==> config.mk <==
export PLATFORM = sky130hd
export DESIGN_NAME = rle_decimal_count_encoder_unit
export DESIGN_NICKNAME = d
export VERILOG_FILES = /design/src/rtl/core/rledc_pkg.sv /design/src/rtl/core/rledc_front.sv /design/src/rtl/core/rledc_queue.sv /design/src/rtl/core/rledc_back.sv /design/src/rtl/core/rle_decimal_count_encoder_unit.sv
export SDC_FILE = /design/constraint.sdc
export NUM_CORES = 1
export LEC_CHECK = 0
export BUFFER_PORTS_ARGS = -buffer_cell sky130_fd_sc_hd__buf_2
export CAP_MARGIN = 10
export CORE_MARGIN = 3
export CORE_UTILIZATION = 50
export DETAILED_ROUTE_END_ITERATION = 10
export PLACE_DENSITY = 0.75
export SYNTH_ARGS = -nofsm -noshare
export SYNTH_HDL_FRONTEND = slang
export SYNTH_SLANG_ARGS = --single-unit
==> constraint.sdc <==
create_clock -name clk -period 4.3 [get_ports clk]
set_input_delay 0.215 -clock clk [delete_from_list [all_inputs] [get_ports clk]]
set_output_delay 0.215 -clock clk [all_outputs]
set_load 0.02 [all_outputs]
==> src/rtl/core/rledc_pkg.sv <==
// ----------------------------------------------------------------------------
// rledc_pkg
// Shared types, constants and helpers of the decimal-count run-length encoder.
// ----------------------------------------------------------------------------
package rledc_pkg;

  // Decimal digits needed for a 16-bit run length.
  localparam int NDIG = 5;
  // Depth of the queue between the front and back parts.
  localparam int QDEPTH = 4;
  localparam int QPTR_W = $clog2(QDEPTH);
  localparam int QCNT_W = $clog2(QDEPTH + 1);
  // Width of the back part's emission position (NDIG down to 0).
  localparam int POS_W = $clog2(NDIG + 1);
  // Upper nibble of an ASCII decimal digit.
  localparam logic [3:0] ASCII_DIGIT_HI = 4'h3;
  // Which run of a queue entry is being emitted.
  localparam logic SEL_A = 1'b0;
  localparam logic SEL_B = 1'b1;

  // Run length as packed BCD digits, digit 0 least significant.
  typedef logic [NDIG-1:0][3:0] bcd_t;

  // One closed run, ready for emission.
  typedef struct packed {
    logic [7:0] run_byte;
    logic       lit;      // Length 1 or 2: emitted as literal copies.
    logic       lit2;     // Length exactly 2.
    bcd_t       digits;   // Decimal length, used when lit is clear.
  } run_t;

  // Everything one input request emits: up to two runs.
  typedef struct packed {
    logic a_valid;  // Run closed because the byte changed or hit the limit.
    run_t run_a;
    logic b_valid;  // Run closed by the end of the stream.
    run_t run_b;
    logic eos;
  } entry_t;

  // Adds one to a BCD count.
  function automatic bcd_t bcd_inc(bcd_t v);
    bcd_t r;
    logic c;
    r = v;
    c = 1'b1;
    for (int i = 0; i < NDIG; i++) begin
      if (c) begin
        if (r[i] == 4'd9) begin
          r[i] = 4'd0;
        end else begin
          r[i] = r[i] + 4'd1;
          c = 1'b0;
        end
      end
    end
    return r;
  endfunction

  // Builds a run record from its byte, binary length and BCD length.
  function automatic run_t make_run(logic [7:0] b, logic [15:0] len, bcd_t d);
    run_t r;
    r.run_byte = b;
    r.lit      = (len <= 16'd2);
    r.lit2     = (len == 16'd2);
    r.digits   = d;
    return r;
  endfunction

  // First emission position of a run: literal copies after the first, or digit count.
  function automatic logic [POS_W-1:0] start_pos(run_t r);
    logic [POS_W-1:0] p;
    p = POS_W'(1);
    if (r.lit) begin
      p = POS_W'(r.lit2);
    end else begin
      for (int i = 1; i < NDIG; i++) begin
        if (r.digits[i] != 4'd0) begin
          p = POS_W'(i + 1);
        end
      end
    end
    return p;
  endfunction

endpackage

==> src/rtl/core/rledc_front.sv <==
// ----------------------------------------------------------------------------
// rledc_front
// Accepts bytes, tracks the open run and queues the runs each byte closes.
// ----------------------------------------------------------------------------
module rledc_front #(
  parameter int MAX_RUN = 65535
) (
  input  logic              clk,
  input  logic              rst_n,
  input  logic              in_valid,
  output logic              in_stall,
  input  logic [7:0]        in_byte,
  input  logic              in_end_of_stream,
  input  logic              q_full,
  output logic              q_push,
  output rledc_pkg::entry_t q_entry
);

  logic [7:0]     prev_r, prev_nxt;
  logic [15:0]    len_r, len_nxt;
  rledc_pkg::bcd_t bcd_r, bcd_nxt;
  logic           open_r, open_nxt;

  logic            accept;
  logic            extend;
  logic            close;
  logic [7:0]      new_byte;
  logic [15:0]     new_len;
  rledc_pkg::bcd_t new_bcd;

  // A request is taken whenever the queue has room.
  assign in_stall = q_full;
  assign accept   = in_valid && !q_full;

  // Classify the byte against the open run.
  always_comb begin
    extend = open_r && (in_byte == prev_r) && (len_r < 16'(MAX_RUN));
    close  = open_r && !extend;
    if (extend) begin
      new_byte = prev_r;
      new_len  = len_r + 16'd1;
      new_bcd  = rledc_pkg::bcd_inc(bcd_r);
    end else begin
      new_byte = in_byte;
      new_len  = 16'd1;
      new_bcd  = rledc_pkg::bcd_t'(1);
    end
  end

  // Queue entry with the closed run and, at stream end, the final run.
  always_comb begin
    q_entry.a_valid = close;
    q_entry.run_a   = rledc_pkg::make_run(prev_r, len_r, bcd_r);
    q_entry.b_valid = in_end_of_stream;
    q_entry.run_b   = rledc_pkg::make_run(new_byte, new_len, new_bcd);
    q_entry.eos     = in_end_of_stream;
    q_push          = accept && (close || in_end_of_stream);
  end

  // Next run state.
  always_comb begin
    prev_nxt = prev_r;
    len_nxt  = len_r;
    bcd_nxt  = bcd_r;
    open_nxt = open_r;
    if (accept) begin
      if (in_end_of_stream) begin
        prev_nxt = 8'd0;
        len_nxt  = 16'd0;
        bcd_nxt  = '0;
        open_nxt = 1'b0;
      end else begin
        prev_nxt = new_byte;
        len_nxt  = new_len;
        bcd_nxt  = new_bcd;
        open_nxt = 1'b1;
      end
    end
  end

  always_ff @(posedge clk) begin
    if (!rst_n) begin
      prev_r <= 8'd0;
      len_r  <= 16'd0;
      bcd_r  <= '0;
      open_r <= 1'b0;
    end else begin
      prev_r <= prev_nxt;
      len_r  <= len_nxt;
      bcd_r  <= bcd_nxt;
      open_r <= open_nxt;
    end
  end

  // An end-of-stream request always leaves no run open.
  a_eos_closes: assert property (@(posedge clk) disable iff (!rst_n)
    accept && in_end_of_stream |=> !open_r)
    else $error("run still open after end of stream");

endmodule

==> src/rtl/core/rledc_queue.sv <==
// ----------------------------------------------------------------------------
// rledc_queue
// Short queue of run entries between the front and back parts.
// ----------------------------------------------------------------------------
module rledc_queue (
  input  logic              clk,
  input  logic              rst_n,
  input  logic              push,
  input  rledc_pkg::entry_t push_entry,
  output logic              full,
  input  logic              pop,
  output rledc_pkg::entry_t head,
  output logic              empty
);

  rledc_pkg::entry_t                   mem_r [rledc_pkg::QDEPTH];
  logic [rledc_pkg::QPTR_W-1:0] wr_r, wr_nxt;
  logic [rledc_pkg::QPTR_W-1:0] rd_r, rd_nxt;
  logic [rledc_pkg::QCNT_W-1:0] cnt_r, cnt_nxt;

  assign full  = (cnt_r == rledc_pkg::QCNT_W'(rledc_pkg::QDEPTH));
  assign empty = (cnt_r == '0);
  assign head  = mem_r[rd_r];

  // Pointer and fill count updates.
  always_comb begin
    wr_nxt  = push ? rledc_pkg::QPTR_W'(wr_r + 1'b1) : wr_r;
    rd_nxt  = pop ? rledc_pkg::QPTR_W'(rd_r + 1'b1) : rd_r;
    cnt_nxt = cnt_r;
    if (push && !pop) begin
      cnt_nxt = cnt_r + 1'b1;
    end else if (pop && !push) begin
      cnt_nxt = cnt_r - 1'b1;
    end
  end

  always_ff @(posedge clk) begin
    if (!rst_n) begin
      wr_r  <= '0;
      rd_r  <= '0;
      cnt_r <= '0;
    end else begin
      wr_r  <= wr_nxt;
      rd_r  <= rd_nxt;
      cnt_r <= cnt_nxt;
    end
  end

  // Entry storage.
  always_ff @(posedge clk) begin
    if (push) begin
      mem_r[wr_r] <= push_entry;
    end
  end

  a_no_overflow: assert property (@(posedge clk) disable iff (!rst_n)
    push |-> !full)
    else $error("queue written while full");

  a_no_underflow: assert property (@(posedge clk) disable iff (!rst_n)
    pop |-> !empty)
    else $error("queue read while empty");

endmodule

==> src/rtl/core/rledc_back.sv <==
// ----------------------------------------------------------------------------
// rledc_back
// Turns queued runs into output bytes, one byte per cycle while the output is not stalled.
// ----------------------------------------------------------------------------
module rledc_back (
  input  logic              clk,
  input  logic              rst_n,
  input  rledc_pkg::entry_t head,
  input  logic              q_empty,
  output logic              q_pop,
  output logic              out_valid,
  input  logic              out_stall,
  output logic [7:0]        out_byte,
  output logic              out_last_of_item,
  output logic              out_stream_done
);

  logic                         started_r, started_nxt;
  logic                         sel_r, sel_nxt;
  logic [rledc_pkg::POS_W-1:0]  pos_r, pos_nxt;
  logic                         ov_r, ov_nxt;
  logic [7:0]                   ob_r, ob_nxt;
  logic                         olast_r, olast_nxt;
  logic                         odone_r, odone_nxt;

  logic                         emit;
  logic                         cur_sel;
  rledc_pkg::run_t              cur_run;
  logic [rledc_pkg::POS_W-1:0]  cur_pos;
  logic [rledc_pkg::POS_W-1:0]  dig_idx;
  logic [7:0]                   cur_byte;
  logic                         run_end;
  logic                         entry_end;

  // Output register frees up when empty or when its request is taken.
  assign emit = !q_empty && (!ov_r || !out_stall);

  // Current run and position within the head entry.
  always_comb begin
    if (started_r) begin
      cur_sel = sel_r;
    end else begin
      cur_sel = head.a_valid ? rledc_pkg::SEL_A : rledc_pkg::SEL_B;
    end
    cur_run = (cur_sel == rledc_pkg::SEL_B) ? head.run_b : head.run_a;
    cur_pos = started_r ? pos_r : rledc_pkg::start_pos(cur_run);
    dig_idx = (cur_pos == '0) ? '0 : cur_pos - 1'b1;
    if (cur_run.lit || cur_pos == '0) begin
      cur_byte = cur_run.run_byte;
    end else begin
      cur_byte = {rledc_pkg::ASCII_DIGIT_HI, cur_run.digits[dig_idx]};
    end
    run_end   = (cur_pos == '0);
    entry_end = run_end && ((cur_sel == rledc_pkg::SEL_B) || !head.b_valid);
    q_pop     = emit && entry_end;
  end

  // Sequencer over the runs of the head entry.
  always_comb begin
    started_nxt = started_r;
    sel_nxt     = sel_r;
    pos_nxt     = pos_r;
    if (emit) begin
      if (entry_end) begin
        started_nxt = 1'b0;
      end else if (run_end) begin
        started_nxt = 1'b1;
        sel_nxt     = rledc_pkg::SEL_B;
        pos_nxt     = rledc_pkg::start_pos(head.run_b);
      end else begin
        started_nxt = 1'b1;
        sel_nxt     = cur_sel;
        pos_nxt     = cur_pos - 1'b1;
      end
    end
  end

  // Output register.
  always_comb begin
    ob_nxt    = ob_r;
    olast_nxt = olast_r;
    odone_nxt = odone_r;
    ov_nxt    = ov_r && out_stall;
    if (emit) begin
      ov_nxt    = 1'b1;
      ob_nxt    = cur_byte;
      olast_nxt = entry_end;
      odone_nxt = entry_end && head.eos;
    end
  end

  always_ff @(posedge clk) begin
    if (!rst_n) begin
      started_r <= 1'b0;
      sel_r     <= rledc_pkg::SEL_A;
      pos_r     <= '0;
      ov_r      <= 1'b0;
    end else begin
      started_r <= started_nxt;
      sel_r     <= sel_nxt;
      pos_r     <= pos_nxt;
      ov_r      <= ov_nxt;
    end
  end

  always_ff @(posedge clk) begin
    ob_r    <= ob_nxt;
    olast_r <= olast_nxt;
    odone_r <= odone_nxt;
  end

  assign out_valid        = ov_r;
  assign out_byte         = ob_r;
  assign out_last_of_item = olast_r;
  assign out_stream_done  = odone_r;

  // A partly emitted entry stays at the head of the queue.
  a_started_has_head: assert property (@(posedge clk) disable iff (!rst_n)
    started_r |-> !q_empty)
    else $error("sequencer active with an empty queue");

  // Finishing an entry always leaves its last byte in the output register.
  a_pop_marks_last: assert property (@(posedge clk) disable iff (!rst_n)
    q_pop |=> out_valid && out_last_of_item)
    else $error("entry retired without its last byte");

endmodule

==> src/rtl/core/rle_decimal_count_encoder_unit.sv <==
// ----------------------------------------------------------------------------
// rle_decimal_count_encoder_unit
// Run-length encoder that writes runs of three or more as decimal counts.
// ----------------------------------------------------------------------------
//  Channel  Direction  Handshake             Payload
//  in_      input      in_valid / in_stall   in_byte, in_end_of_stream
//  out_     output     out_valid / out_stall out_byte, out_last_of_item,
//                                            out_stream_done
//
// The front takes one byte request per cycle while the run queue has room.
// Each byte that closes a run queues one entry of up to 12 output bytes; the back
// emits them one per cycle while the output is not stalled.
// The queue holds four entries; the output bytes are registered.
// Synchronous active-low reset empties the queue and closes any open run.
// A stalled output holds its request; the front stalls only when the queue is full.
// ----------------------------------------------------------------------------
module rle_decimal_count_encoder_unit #(
  parameter int MAX_RUN = 65535
) (
  input  logic       clk,
  input  logic       rst_n,
  input  logic       in_valid,
  output logic       in_stall,
  input  logic [7:0] in_byte,
  input  logic       in_end_of_stream,
  output logic       out_valid,
  input  logic       out_stall,
  output logic [7:0] out_byte,
  output logic       out_last_of_item,
  output logic       out_stream_done
);

  logic              q_full;
  logic              q_empty;
  logic              q_push;
  logic              q_pop;
  rledc_pkg::entry_t q_in;
  rledc_pkg::entry_t q_head;

  rledc_front #(
    .MAX_RUN(MAX_RUN)
  ) u_front (
    .clk              (clk),
    .rst_n            (rst_n),
    .in_valid         (in_valid),
    .in_stall         (in_stall),
    .in_byte          (in_byte),
    .in_end_of_stream (in_end_of_stream),
    .q_full           (q_full),
    .q_push           (q_push),
    .q_entry          (q_in)
  );

  rledc_queue u_queue (
    .clk        (clk),
    .rst_n      (rst_n),
    .push       (q_push),
    .push_entry (q_in),
    .full       (q_full),
    .pop        (q_pop),
    .head       (q_head),
    .empty      (q_empty)
  );

  rledc_back u_back (
    .clk              (clk),
    .rst_n            (rst_n),
    .head             (q_head),
    .q_empty          (q_empty),
    .q_pop            (q_pop),
    .out_valid        (out_valid),
    .out_stall        (out_stall),
    .out_byte         (out_byte),
    .out_last_of_item (out_last_of_item),
    .out_stream_done  (out_stream_done)
  );

endmodule

## Word-level counts from Yosys, hierarchy flattened

Memory sizes are Yosys's and may differ from the RTL's. A register that Yosys moved wholly into a read port is not among the register bits.
Cells that the tools add are included.
Widths: inputs -> output; s select.

- Output and inout bits: 12
- RAM bits: 252
- Word-level logic and storage cells: 136
- Register bits: 68
- Bits of input ports: 13
- Memories: 1

Memory list:

| memory | words | bits a word | read ports | clocked after Yosys merged registers in | write ports | RTL line | RTL |
|---|---|---|---|---|---|---|---|
| u_queue.mem_r | 4 | 63 | 1 | 1 | 1 | rledc_queue.sv:16 | `rledc_pkg::entry_t mem_r [rledc_pkg::QDEPTH];` |

- $add $sub $neg: 11
- Eq/ne operators: 9
- Reduce and logical (&&, ||, !) cells: 36
- Magnitude comparators: 4
- Bitwise logic cells: 1
- Muxes and demuxes: 55

Operators with widths:

| cell | number |
|---|---|
| $mux 4 | 11 |
| $mux 20 | 2 |
| $mux 3 | 11 |
| $eq 16x2->1 const B | 2 |
| $le 16x2->1 const B | 2 |
| $mux 16 | 2 |
| $reduce_bool 4->1 | 8 |
| $mux 30 | 1 |
| $add 4x1->4 const B | 5 |
| $eq 4x4->1 const B | 5 |
| $mux 1 | 19 |
| $add 16x1->16 const B | 1 |
| $lt 16x16->1 const B | 1 |
| $mux 8 | 2 |
| $bmux 4 s3 | 1 |
| $logic_and 1x1->1 | 12 |
| $mux 2 | 6 |
| $eq 8x8->1 | 1 |
| $logic_not 1->1 | 8 |
| $logic_not 3->1 | 2 |
| $sub 3x1->3 const B | 2 |
| $add 2x1->2 const B | 2 |
| $logic_or 1x1->1 | 4 |
| $lt 3x4->1 const B | 1 |
| other kinds (5) | 5 |

## Logic depth before layout (Yosys ltp)

- Word-level depth: 16
- Mapped depth: 23
- Depth with buffers taken out: 18

## Hierarchy

From an unflattened synthesis, not the netlist that was laid out.

- Cell total of the unflattened synthesis: 947
- Area total of the unflattened synthesis: 14122.3 sq um

Modules (own cells, without submodules):

| module | area an instance (sq um) | seq. area each (sq um) | cells an instance | instances |
|---|---|---|---|---|
| rledc_queue | 9608.0 | 7747.4 | 372 | 1 |
| rledc_front | 3084.2 | 900.9 | 422 | 1 |
| rledc_back | 1430.1 | 420.4 | 153 | 1 |

## Worst setup path after synthesis

OpenSTA, ideal clock, no wires.

- Path kind: register to register
- Start: reg with a tool-made name
- End: reg u_queue.cnt_r[2] in the netlist's numbering
- Buffers on the path: 5
- Data arrival time: 4.412 ns
- Setup time: 0.076 ns
- Cell stages (with the launch flop): 21
- Required time: 4.224 ns
- Path slack: -0.187 ns
- Clock period less this slack: 4.487 ns
- Cells stage by stage: dfxtp_1 > buf_2 > buf_2 > buf_2 > buf_2 > mux4_2 > nor4_2 > a22oi_2 > a221oi_4 > ha_1 > ha_1 > clkbuf_1 > inv_1 > a21oi_1 > nand2_1 > ha_1 > inv_1 > fa_1 > xor2_1 > or3_1 > a21boi_0

RTL lines:

| what | RTL line | RTL |
|---|---|---|
| end signal, assigned | rledc_queue.sv:45 | `cnt_r <= cnt_nxt;` |
| end, declared | rledc_queue.sv:19 | `logic [rledc_pkg::QCNT_W-1:0] cnt_r, cnt_nxt;` |

==> summary.txt <==
Drt
  – DRC: 0
  – 1st-pass router iterations: 5
  – 1st-iter DRT viols: 972
  – Routed vias/inst: 6.00
  – Final WL: 31.3 mm
  – Post-detailed-route count of antenna-violating nets: 0
  – Count of vias placed by the detailed router: 8688
  – Average detailed-routed wire length per instance: 21.6 um

STA
  – Unrepaired setup endpoints after global routing: true
  – Slew headroom: 0.377
  – Highest clock frequency the design can meet: 241 MHz
  – Minimum clock period: 4.15 ns
  – Endpoints failing hold: 0
  – Final hold slack: 0.101 ns
  – Setup violators final: 0
  – Ratio of final minimum period to clock period: 0.965
  – Minimum setup slack in the final design: 0.149 ns
  – Number of max-slew violations in the final report: 0
  – Maximum clock skew at final layout: 0.0227 ns
  – Transition time of the tightest slew-check pin: 0.926 ns

Cells and area
  – Fraction of layout instances using a drive strength above 1: 0.202
  – Most common cell after layout, fill and taps aside: sky130_fd_sc_hd__edfxtp_1
  – N_diodes: 0
  – Most frequent cells in the layout: sky130_fd_sc_hd__edfxtp_1, sky130_fd_sc_hd__nand2_1, sky130_fd_sc_hd__dfxtp_1
  – Fin util: 0.578
  – Layout overhead on the synthesized area: 13.6%
  – Post-layout nets: 1080

Power
  – Static leakage: 5.23 nW
  – Maximum resistive drop on vdd: 0.000465 V
  – Cell Pwr Density: 564 mW/mm^2

Clock network
  – Buffer type at the clock tree root: sky130_fd_sc_hd__clkbuf_16
  – Maximum buffer depth of the clock tree: 3
  – # H-tree levels: 1
  – TritonCTS clock tree: built
  – Sinks on the clock net: 318
  – Clock latency of the later-clocked register in the worst-skew pair: 0.57 ns
  – Clock buffers created by TritonCTS: 31
  – Clock-pin slew reported for the worst setup and hold paths after clock tree synthesis: 0.07 ns

Run
  – Max-cap viol count: 0

Worst setup path
  – Crit Path Max Fanout: 10
  – Endpoint required time on the critical path: 4.78 ns
  – WS Path Type: reg2reg
  – Arrival time worst endpoint: 4.64 ns
  – Startpoint class of the critical path: register
  – Max stage delay cell, worst path: sky130_fd_sc_hd__mux4_2
  – Category of the worst setup path capture point: register
  – Largest stage delay, worst path: 0.55 ns
  – Critical path cell sequence: buf_12, mux4_2, nor4_4, mux2i_2, a2111oi_4, a221oi_4, ha_1, ha_1, inv_1, a21oi_2, nand2_2, ha_2, inv_1, fa_1, xor2_1, or3_1, a21boi_0

GRT
  – Wire length of the first global-routing pass: 49.0 mm
  – Vias in the first global route: 8597
  – GR Util All Layers: 0.205
  – Maximum number of pins on one net before global-route repair: 63
  – Remaining global-route overflow: 0
  – Antenna violations before repair: 0

Worst hold path
  – Worst hold path type: in2reg
  – Hold Path Origin: rst_n

Yosys
  – Post-synth design cell area: 0.0142 sq mm
  – Count of synthesis-stage warnings from yosys: 0
  – Seq/Total Area, Yosys: 0.631
  – Primary flip-flop cell chosen by synthesis mapping: sky130_fd_sc_hd__edfxtp_1
  – Post-Syn Nets: 1022
  – Async SR Flop Fraction: 0
  – Mean instance size in the synthesized netlist: 14.3 sq um
  – Post-synth EDFFs: 258
  – Mapped Cells: 988
  – Distinct cell type count after synthesis: 66
  – Post-synthesis register bit count: 318

Place
  – Dpl ws: -0.00376 ns
  – Detailed placer's ending HPWL: 20.0 mm
  – IO Port Bufs: 24
  – Final GP Congestion: 0.985

Floorplanning
  – Floorplan Core Area: 0.0279 sq mm
  – Die extent in x: 174 um
  – Die area: 0.0304 sq mm
  – Num rows: 61
  – Initial cell density of the core: 0.509
  – Io pins: 25
  – Floorplan die height: 174 um

Run status
  – Run status: complete, no violations
-- synth_stat cells (all sizes together), types with 20 or more instances --
cell type | number | share of area
edfxtp | 258 | 0.55
dfxtp | 60 | 0.085
nand2 | 100 | 0.026
mux4 | 62 | 0.10
nand3 | 20 | 0.0071
a21boi | 39 | 0.021
nor3 | 22 | 0.0078
ha | 20 | 0.018
a21oi | 30 | 0.011
clkbuf | 42 | 0.011
nor2 | 38 | 0.010
buf | 21 | 0.011
o21ai | 36 | 0.013
-- flip-flops by register name (all words and copies together), names as in the netlist, named ones only --
register / count
u_back.started_r: 1
u_front.open_r: 1
u_front.prev_r: 8
u_queue.wr_r: 2
u_front.q_entry: 20
u_back.out_byte: 8
u_front.len_r: 16
u_queue.rd_r: 2
u_queue.mem_r: 248
u_back.out_valid: 1
u_back.out_stream_done: 1
u_back.sel_r: 1
u_queue.cnt_r: 3
u_back.pos_r: 3
u_back.out_last_of_item: 1
-- final cells by class --
| type | instances | area [sq um] |
|---|---|---|
| Clock buffer | 36 | 795 |
| Clock inverter | 22 | 169 |
| Fill cell | 2097 | 11800 |
| Inverter | 17 | 63.8 |
| Multi-Input combinational cell | 590 | 4900 |
| Sequential cell | 318 | 8950 |
| Tap cell | 378 | 473 |
| Timing Repair Buffer | 88 | 751 |
-- metrics by stage --
step           std cells  instance area (sq um)  setup TNS (ns)  power (mW)
2_1_floorplan        988                  14200         -0.0496        5.59
3_3_place_gp        1381                  15000               0        6.40
3_5_place_dp        1381                  15000        -0.00376        6.43
4_1_cts             1448                  16100               0        9.02
5_1_grt             1449                  16100         -0.0370        9.46
6_report            1449                  16100               0        9.08
-- critical path, delay by kind of cell, from the launching register on --
family / cells / cell delay (ns)
fa+ha+maj: 4 / 1.01
mux: 2 / 0.71
compound gates: 4 / 0.67
simple gates: 3 / 0.78
xor+xnor: 1 / 0.18
buf+inv: 3 / 0.31
flops: 1 / 0.43
-- report_power, final --
group / switching [mW] / internal (mW) / total [mW]
Sequential: 0.116 / 3.59 / 3.71
Combinational: 1.56 / 1.24 / 2.80
Clock: 1.13 / 1.44 / 2.57
Total: 2.81 / 6.27 / 9.08
-- metal layers --
| metal | share of wire | wire length, um | up-vias | track usage |
|---|---|---|---|---|
| li1 | - | - | 3922 | - |
| met2 | 0.48 | 15100 | 359 | 0.332 |
| met3 | 0.075 | 2330 | 50 | 0.0321 |
| met5 | 0 | 0 | - | 0 |
| met4 | 0.020 | 634 | 0 | 0.0546 |
| met1 | 0.42 | 13200 | 4357 | 0.293 |
-- kinds of logic (layout without fill, tap and decap cells) --
family | Yosys count | in the layout | share of synthesized area
compound gates | 149 | 149 | 0.0709
fa+ha+maj | 21 | 21 | 0.0191
mux | 81 | 81 | 0.118
buf+inv | 80 | 163 | 0.0266
flops | 318 | 318 | 0.631
simple gates | 314 | 314 | 0.119
xor+xnor | 25 | 25 | 0.0154
-- what timing repair did --
action	in CTS	in global routing
pin swaps	0	2
hold buffers	9	0
resized for setup	4	21
hold endpoints to repair	40	0
setup buffers	0	1
endpoints found under the setup margin	1	4
-- path summary, 6_finish.rpt --
check | to | slack (ns) | cells after the start
worst min register to register | u_back.out_valid$_SDFF_PN0_ | 0.50 | 2
worst min-delay path | u_front.q_entry[48]$_SDFFE_PN0P_ | 0.10 | 2
worst max register to register | u_queue.cnt_r[2]$_SDFFE_PN0P_ | 0.15 | 17
worst max-delay path | u_queue.cnt_r[2]$_SDFFE_PN0P_ | 0.15 | 17
Power figures use the tool's default switching activity.
